--- config.mk ---
export PLATFORM = sky130hd
export DESIGN_NAME = adts_frame_extractor
export DESIGN_NICKNAME = d
export VERILOG_FILES = /design/src/rtl/core/afx_pkg.sv /design/src/rtl/core/afx_parse.sv /design/src/rtl/core/afx_queue.sv /design/src/rtl/core/adts_frame_extractor.sv
export SDC_FILE = /design/constraint.sdc
export NUM_CORES = 1
export LEC_CHECK = 0
export ABC_AREA = 1
export BUFFER_PORTS_ARGS = -buffer_cell sky130_fd_sc_hd__clkbuf_2
export CAP_MARGIN = 15
export CORE_MARGIN = 2
export CORE_UTILIZATION = 50
export DETAILED_ROUTE_END_ITERATION = 7
export GPL_TIMING_DRIVEN = 0
export PLACE_DENSITY = 0.68
export SLEW_MARGIN = 20
export SYNTH_ARGS = -nofsm -noshare
export SYNTH_HDL_FRONTEND = slang
export SYNTH_SLANG_ARGS = --single-unit
--- constraint.sdc ---
create_clock -name clk -period 12.9 [get_ports clk]
set_input_delay 3.225 -clock clk [delete_from_list [all_inputs] [get_ports clk]]
set_output_delay 3.225 -clock clk [all_outputs]
set_load 0.05 [all_outputs]
--- src/rtl/core/afx_pkg.sv ---
package afx_pkg;

  localparam int OFF_W = 13;

  localparam logic [7:0]       SYNC_BYTE = 8'hFF;
  localparam logic [3:0]       SYNC_NIB  = 4'hF;
  localparam logic [OFF_W-1:0] MIN_LEN   = 13'd6;

  // offsets of the second sync byte, the body start and the length field bytes in the adts header
  localparam logic [OFF_W-1:0] OFF_SYNC2 = 13'd1;
  localparam logic [OFF_W-1:0] OFF_BODY  = 13'd2;
  localparam logic [OFF_W-1:0] OFF_LEN_HI  = 13'd3;
  localparam logic [OFF_W-1:0] OFF_LEN_MID = 13'd4;
  localparam logic [OFF_W-1:0] OFF_LEN_LO  = 13'd5;

  localparam logic [1:0] STATUS_COMPLETE  = 2'd0;
  localparam logic [1:0] STATUS_SHORT     = 2'd1;
  localparam logic [1:0] STATUS_TRUNCATED = 2'd2;

  localparam int QDEPTH = 3;

  typedef struct packed {
    logic [7:0]       data;
    logic [OFF_W-1:0] offset;
    logic [OFF_W-1:0] length;
    logic             last;
    logic [1:0]       status;
  } result_t;

  // results made by one accepted item; second implies first
  typedef struct packed {
    logic first;
    logic second;
  } push_t;

endpackage

--- src/rtl/core/afx_parse.sv ---
module afx_parse (
  input  logic              clk,
  input  logic              rst,
  input  logic              accept,
  input  logic [7:0]        data_byte,
  input  logic              end_of_data,
  output afx_pkg::push_t    push,
  output afx_pkg::result_t  res0,
  output afx_pkg::result_t  res1
);

  logic                       in_frame;
  logic                       in_frame_next;
  logic                       held_valid;
  logic                       held_valid_next;
  logic [afx_pkg::OFF_W-1:0]  byte_offset;
  logic [afx_pkg::OFF_W-1:0]  byte_offset_next;
  logic [afx_pkg::OFF_W-1:0]  length_accum;
  logic [afx_pkg::OFF_W-1:0]  length_accum_next;

  always_comb begin
    logic                      sync_hit;
    logic [afx_pkg::OFF_W-1:0] accum_upd;
    logic                      last;
    logic [1:0]                status;
    sync_hit          = held_valid && (data_byte[7:4] == afx_pkg::SYNC_NIB);
    accum_upd         = length_accum;
    last              = 1'b0;
    status            = afx_pkg::STATUS_COMPLETE;
    push              = '0;
    res0              = '0;
    res1              = '0;
    in_frame_next     = in_frame;
    held_valid_next   = held_valid;
    byte_offset_next  = byte_offset;
    length_accum_next = length_accum;

    if (!in_frame) begin
      // hunting: sync emits the held 0xff plus the second sync byte
      res0.data   = afx_pkg::SYNC_BYTE;
      res1.data   = data_byte;
      res1.offset = afx_pkg::OFF_SYNC2;
      if (sync_hit) begin
        push.first  = accept;
        push.second = accept;
        if (end_of_data) begin
          res1.last   = 1'b1;
          res1.status = afx_pkg::STATUS_TRUNCATED;
          held_valid_next = 1'b0;
        end else begin
          in_frame_next     = 1'b1;
          held_valid_next   = 1'b0;
          byte_offset_next  = afx_pkg::OFF_BODY;
          length_accum_next = '0;
        end
      end else if (end_of_data) begin
        held_valid_next = 1'b0;
      end else begin
        held_valid_next = (data_byte == afx_pkg::SYNC_BYTE);
      end
    end else begin
      if (byte_offset == afx_pkg::OFF_LEN_HI) begin
        accum_upd = {data_byte[1:0], 11'd0};
      end else if (byte_offset == afx_pkg::OFF_LEN_MID) begin
        accum_upd = length_accum | {2'd0, data_byte, 3'd0};
      end else if (byte_offset == afx_pkg::OFF_LEN_LO) begin
        accum_upd = length_accum | {10'd0, data_byte[7:5]};
      end
      res0.data   = data_byte;
      res0.offset = byte_offset;
      if (byte_offset >= afx_pkg::OFF_LEN_LO) begin
        res0.length = accum_upd;
        if (accum_upd < afx_pkg::MIN_LEN) begin
          last   = 1'b1;
          status = afx_pkg::STATUS_SHORT;
        end else if (byte_offset + 13'd1 == accum_upd) begin
          last = 1'b1;
        end
      end
      if (!last && end_of_data) begin
        last   = 1'b1;
        status = afx_pkg::STATUS_TRUNCATED;
      end
      res0.last   = last;
      res0.status = status;
      push.first  = accept;
      length_accum_next = accum_upd;
      if (last) begin
        in_frame_next     = 1'b0;
        held_valid_next   = 1'b0;
        byte_offset_next  = '0;
        length_accum_next = '0;
      end else begin
        byte_offset_next = byte_offset + 13'd1;
      end
    end
  end

  always_ff @(posedge clk) begin
    if (rst) begin
      in_frame     <= 1'b0;
      held_valid   <= 1'b0;
      byte_offset  <= '0;
      length_accum <= '0;
    end else if (accept) begin
      in_frame     <= in_frame_next;
      held_valid   <= held_valid_next;
      byte_offset  <= byte_offset_next;
      length_accum <= length_accum_next;
    end
  end

  a_second_with_first: assert property (@(posedge clk) disable iff (rst)
    push.second |-> push.first)
    else $error("second result without first");

  a_frame_offset_min: assert property (@(posedge clk) disable iff (rst)
    in_frame |-> (byte_offset >= afx_pkg::OFF_BODY))
    else $error("in-frame offset below body start");

  a_sync_enters_frame: assert property (@(posedge clk) disable iff (rst)
    (push.second && !end_of_data) |=> (in_frame && byte_offset == afx_pkg::OFF_BODY))
    else $error("sync did not enter frame");

endmodule

--- src/rtl/core/afx_queue.sv ---
module afx_queue (
  input  logic              clk,
  input  logic              rst,
  input  afx_pkg::push_t    push,
  input  afx_pkg::result_t  res0,
  input  afx_pkg::result_t  res1,
  input  logic              pop,
  output logic              space,
  output logic              head_valid,
  output afx_pkg::result_t  head
);

  afx_pkg::result_t slots      [afx_pkg::QDEPTH];
  afx_pkg::result_t slots_next [afx_pkg::QDEPTH];
  logic [1:0]       count;
  logic [1:0]       count_next;
  logic [1:0]       count_base;

  assign head_valid = (count != 2'd0);
  assign head       = slots[0];
  // room for two results whatever happens on the output side
  assign space      = (count < 2'd2);

  always_comb begin
    logic [1:0] src;
    count_base = count - {1'b0, pop};
    count_next = count_base + {1'b0, push.first} + {1'b0, push.second};
    for (int i = 0; i < afx_pkg::QDEPTH; i++) begin
      src = 2'(i) + {1'b0, pop};
      if (2'(i) < count_base) begin
        slots_next[i] = slots[src];
      end else if (2'(i) == count_base) begin
        slots_next[i] = res0;
      end else begin
        slots_next[i] = res1;
      end
    end
  end

  always_ff @(posedge clk) begin
    if (rst) begin
      count <= '0;
    end else begin
      count <= count_next;
    end
  end

  always_ff @(posedge clk) begin
    for (int i = 0; i < afx_pkg::QDEPTH; i++) begin
      slots[i] <= slots_next[i];
    end
  end

  a_no_overflow: assert property (@(posedge clk) disable iff (rst)
    push.second |-> (count - {1'b0, pop} <= 2'd1))
    else $error("result queue overflow");

  a_pop_only_valid: assert property (@(posedge clk) disable iff (rst)
    pop |-> head_valid)
    else $error("pop from empty queue");

  a_drain: assert property (@(posedge clk) disable iff (rst)
    (pop && !push.first) |=> (count == $past(count) - 2'd1))
    else $error("queue count did not drop on pop");

endmodule

--- src/rtl/core/adts_frame_extractor.sv ---
// adts frame extractor: takes an aac adts byte stream one item per clock on
// in_valid/in_ready and returns the bytes of each frame found, with offset,
// decoded 13-bit length (from offset 5 on), last flag and a status on the
// last byte (complete, length below 6, or truncated by end_of_data). bytes
// seen while hunting are dropped; a held 0xff followed by a byte with high
// nibble f starts a frame and both sync bytes are queued together. an item is
// processed in the cycle it is accepted and its results are registered into a
// three-entry result queue whose head drives the outputs. the block takes one
// item per clock while out_ready is high; the sync item makes two results, and
// the item after it waits while the queue drains back to a single entry.
// in_ready depends only on the queue fill, never on out_ready in the same
// cycle.
module adts_frame_extractor (
  input  logic                      clk,
  input  logic                      rst,
  input  logic                      in_valid,
  output logic                      in_ready,
  input  logic [7:0]                data_byte,
  input  logic                      end_of_data,
  output logic                      out_valid,
  input  logic                      out_ready,
  output logic [7:0]                out_byte,
  output logic [afx_pkg::OFF_W-1:0] frame_offset,
  output logic [afx_pkg::OFF_W-1:0] frame_length,
  output logic                      frame_last,
  output logic [1:0]                frame_status
);

  logic             accept;
  logic             pop;
  logic             space;
  afx_pkg::push_t   push;
  afx_pkg::result_t res0;
  afx_pkg::result_t res1;
  afx_pkg::result_t head;

  // input side
  assign in_ready = space;
  assign accept   = in_valid && in_ready;

  // frame parsing and state
  afx_parse u_parse (
    .clk         (clk),
    .rst         (rst),
    .accept      (accept),
    .data_byte   (data_byte),
    .end_of_data (end_of_data),
    .push        (push),
    .res0        (res0),
    .res1        (res1)
  );

  // result queue between the two sides
  afx_queue u_queue (
    .clk        (clk),
    .rst        (rst),
    .push       (push),
    .res0       (res0),
    .res1       (res1),
    .pop        (pop),
    .space      (space),
    .head_valid (out_valid),
    .head       (head)
  );

  // output side
  assign pop          = out_valid && out_ready;
  assign out_byte     = head.data;
  assign frame_offset = head.offset;
  assign frame_length = head.length;
  assign frame_last   = head.last;
  assign frame_status = head.status;

endmodule
==> flow_summary.toml <==
[sta]
report.final.hold_viol_count = 0
finalSetupViolations = 0
max_slew_margin = 0.504
final.setup.tns_ns = 0
clock_skew_ns = 0.00707
timing.final.crit_period_ns = 6.61
worstMarginPinSlew_ns = 0.744
timing.fmax_mhz = 151
slew_violations = 0
grt_setup_unrepaired = "false"
timing.final.crit_share = 0.512

[route]
postRouteAntennaNets = 0
first_pass_iters = 6
routed-via-count = 6194
detail_route.vias_per_cell = 5.45
detailedRoute.firstIterationViolations = 532
routed_wirelength_um = 19500
wl_per_cell_um = 17.2
post-route-drc-count = 0

[job]
max_cap_violations = 0

[setup_path]
timing.critical_path.to_type = "register"
worst-endpoint-arrival_ns = 6.78
cp_max_fo = 20
cp_data_required_time_ns = 13.07
crit_path_start_kind = "primary input"
worst-setup-path-type = "in -> reg"

[global_route]
grt_pass1_vias = 5892
antenna_found_initial = 0
grt_remaining_overflow = 0
all_layer_gr_usage = 0.257
grt_start_max_net_pins = 26
grt_pass1_wl_um = 31200

[pwr]
cellPowerDensity_nw_per_um2 = 202
total_leakage_power_nw = 3.50
ir_drop_worst_vdd_mv = 0.108

[synthesis]
ys_dominant_reg_cell = "sky130_fd_sc_hd__edfxtp_1"
synth_top_cell_area_share = 0.456
synth-edff-count = 111
synth_cell_types = 40
seq_area_frac_synth = 0.538
top_post_synthesis_cells_by_area = "sky130_fd_sc_hd__edfxtp_1 (46%), sky130_fd_sc_hd__nand2_1 (11%), sky130_fd_sc_hd__dfxtp_1 (8.2%), sky130_fd_sc_hd__nor2_1 (7.8%), sky130_fd_sc_hd__o21ai_0 (5.5%)"
synth_top_cell_by_area = "sky130_fd_sc_hd__edfxtp_1"
ys_warnings = 0
yosys-top-cells-count = "sky130_fd_sc_hd__nand2_1 (206), sky130_fd_sc_hd__nor2_1 (152), sky130_fd_sc_hd__edfxtp_1 (111)"
synth_cells = 867
synthMostInstantiatedCell = "sky130_fd_sc_hd__nand2_1"
syn-cell-area_um2 = 7310
synth-async-reset-ratio = 0
synth_area_per_cell_um2 = 8.43
ys_seq_elements = 141
synth.net_count = 885

[cts]
worst_skew_pair.late_latency_ns = 0.42
clk_sink_count = 141
cts.clk_slew.worst_paths_ns = 0.06
numCtsBuffers = 17
clock_tree.root_cell = "sky130_fd_sc_hd__clkbuf_16"
ctsHoldBuffers = 0
ctsLongestPathBuffers = 2
tritoncts_clock_tree = "yes"
cts-htree-levels = 4
cts.repair.resized = 0
cts_setup_buffers = 0

[floorplanning]
die_h_um = 125
placementRows = 44
initial_utilization = 0.507
floorplan.die_area_um2 = 15600
die_w_um = 125
design.core.area_um2 = 14400
boundaryPins = 52

[placed_design]
portBuffers = 50
place_congestion = 0.922
placed_area_um2 = 7880
detailed_place_hpwl_um = 14400

[status]
run_status = "complete, no violations"

[layout]
drive_above_1_share = 0.153
finalInstanceArea_um2 = 8500
fill_cells = 1303
seqCellArea_um2 = 3930
flow.area_growth_from_synthesis_pct = 16.2
finish.net_count = 957
multiInputGateArea_um2 = 2870
n_antenna_cell = 0

[worst_hold_path]
timing.hold.worst.class = "reg -> reg"
==> sequential cells by signal, indices dropped and copies added (netlist names) <==
register and count:
u_parse.held_valid 1, u_parse.length_accum 13, u_queue.slots 111, u_parse.byte_offset 13, u_queue.count 2, u_parse.in_frame 1
==> critical path, stage by stage <==
cell                       delay (ns)
sky130_fd_sc_hd__clkbuf_2        0.07
sky130_fd_sc_hd__nand2_1         0.16
sky130_fd_sc_hd__inv_1           0.11
sky130_fd_sc_hd__clkbuf_1        0.39
sky130_fd_sc_hd__clkbuf_1        0.54
sky130_fd_sc_hd__ha_1            0.28
sky130_fd_sc_hd__or2_2           0.11
sky130_fd_sc_hd__nand2_1         0.09
sky130_fd_sc_hd__inv_1           0.12
sky130_fd_sc_hd__clkbuf_1        0.33
sky130_fd_sc_hd__clkbuf_1        0.43
sky130_fd_sc_hd__nand3_2         0.54
sky130_fd_sc_hd__buf_16          0.36
==> layout by cell type (no fill, tap or decap), drive strengths merged, types with 3 or more instances in the layout <==
cell	count
ha	4
o32ai	6
o21ai	82
inv	78
nand2	226
a21oi	22
nand3	44
edfxtp	111
bufinv	4
buf	15
xor2	4
clkinv	7
nand4	5
nor2	159
clkbuf	103
o22ai	26
o21bai	8
dfxtp	30
nor3	3
==> where the power goes <==
part / switching [mW] / total, mW / internal [mW]
combinational: 0.399 / 0.509 / 0.110
sequential: 0.0383 / 0.688 / 0.650
clock: 0.199 / 0.523 / 0.324
==> metal layers <==
layer / vias to the layer above / wire length [µm] / share of wire / GRT usage
li1: 3026 / - / - / -
met1: 2921 / 9000 / 0.46 / 0.364
met2: 213 / 8870 / 0.45 / 0.400
met3: 34 / 1230 / 0.063 / 0.0515
met4: 0 / 412 / 0.021 / 0.0837
met5: - / 0 / 0 / 0
==> cell type report <==
type                       instances  area share
clock inverter                    14      0.0227
inverter                          77      0.0343
tap                              184      0.0271
timing repair buffer              53      0.0383
buffer                            47      0.0261
multi-input combinational        602       0.338
clock buffer                      18      0.0505
sequential                       141       0.463
==> per-stage QoR <==
| stage | cells | hold slack [ns] | setup WS (ns) | utilization | total power, mW |
|---|---|---|---|---|---|
| after floorplan | 867 | 0.445 | 6.47 | - | 1.03 |
| after global placement | 1101 | 0.453 | 4.97 | 0.540 | 1.18 |
| after detailed placement | 1104 | 0.457 | 5.87 | 0.546 | 1.21 |
| after CTS | 1136 | 0.467 | 6.30 | 0.589 | 1.72 |
| after global routing | 1136 | 0.485 | 5.93 | 0.589 | 1.80 |
| final | 1136 | 0.468 | 6.29 | 0.589 | 1.72 |
==> cells by family after synthesis <==
kind of cell / share of synthesized area
compound gates: 0.119
buf+inv: 0.0702
xor+xnor: 0.00719
simple gates: 0.256
flops: 0.538
fa+ha+maj: 0.00959
==> worst paths after layout <==
path,start,slack (ns),depth (start not counted),end
hold reg to reg,u_parse.length_accum[12],0.47,2,u_parse.length_accum[12]
setup / recovery,out_ready,6.29,13,u_queue.slots[2][8]
hold / removal,u_parse.length_accum[12],0.47,2,u_parse.length_accum[12]
setup reg to reg,u_queue.count[1],8.64,14,u_queue.slots[2][8]
No activity file was read; power rests on OpenSTA's default activity.
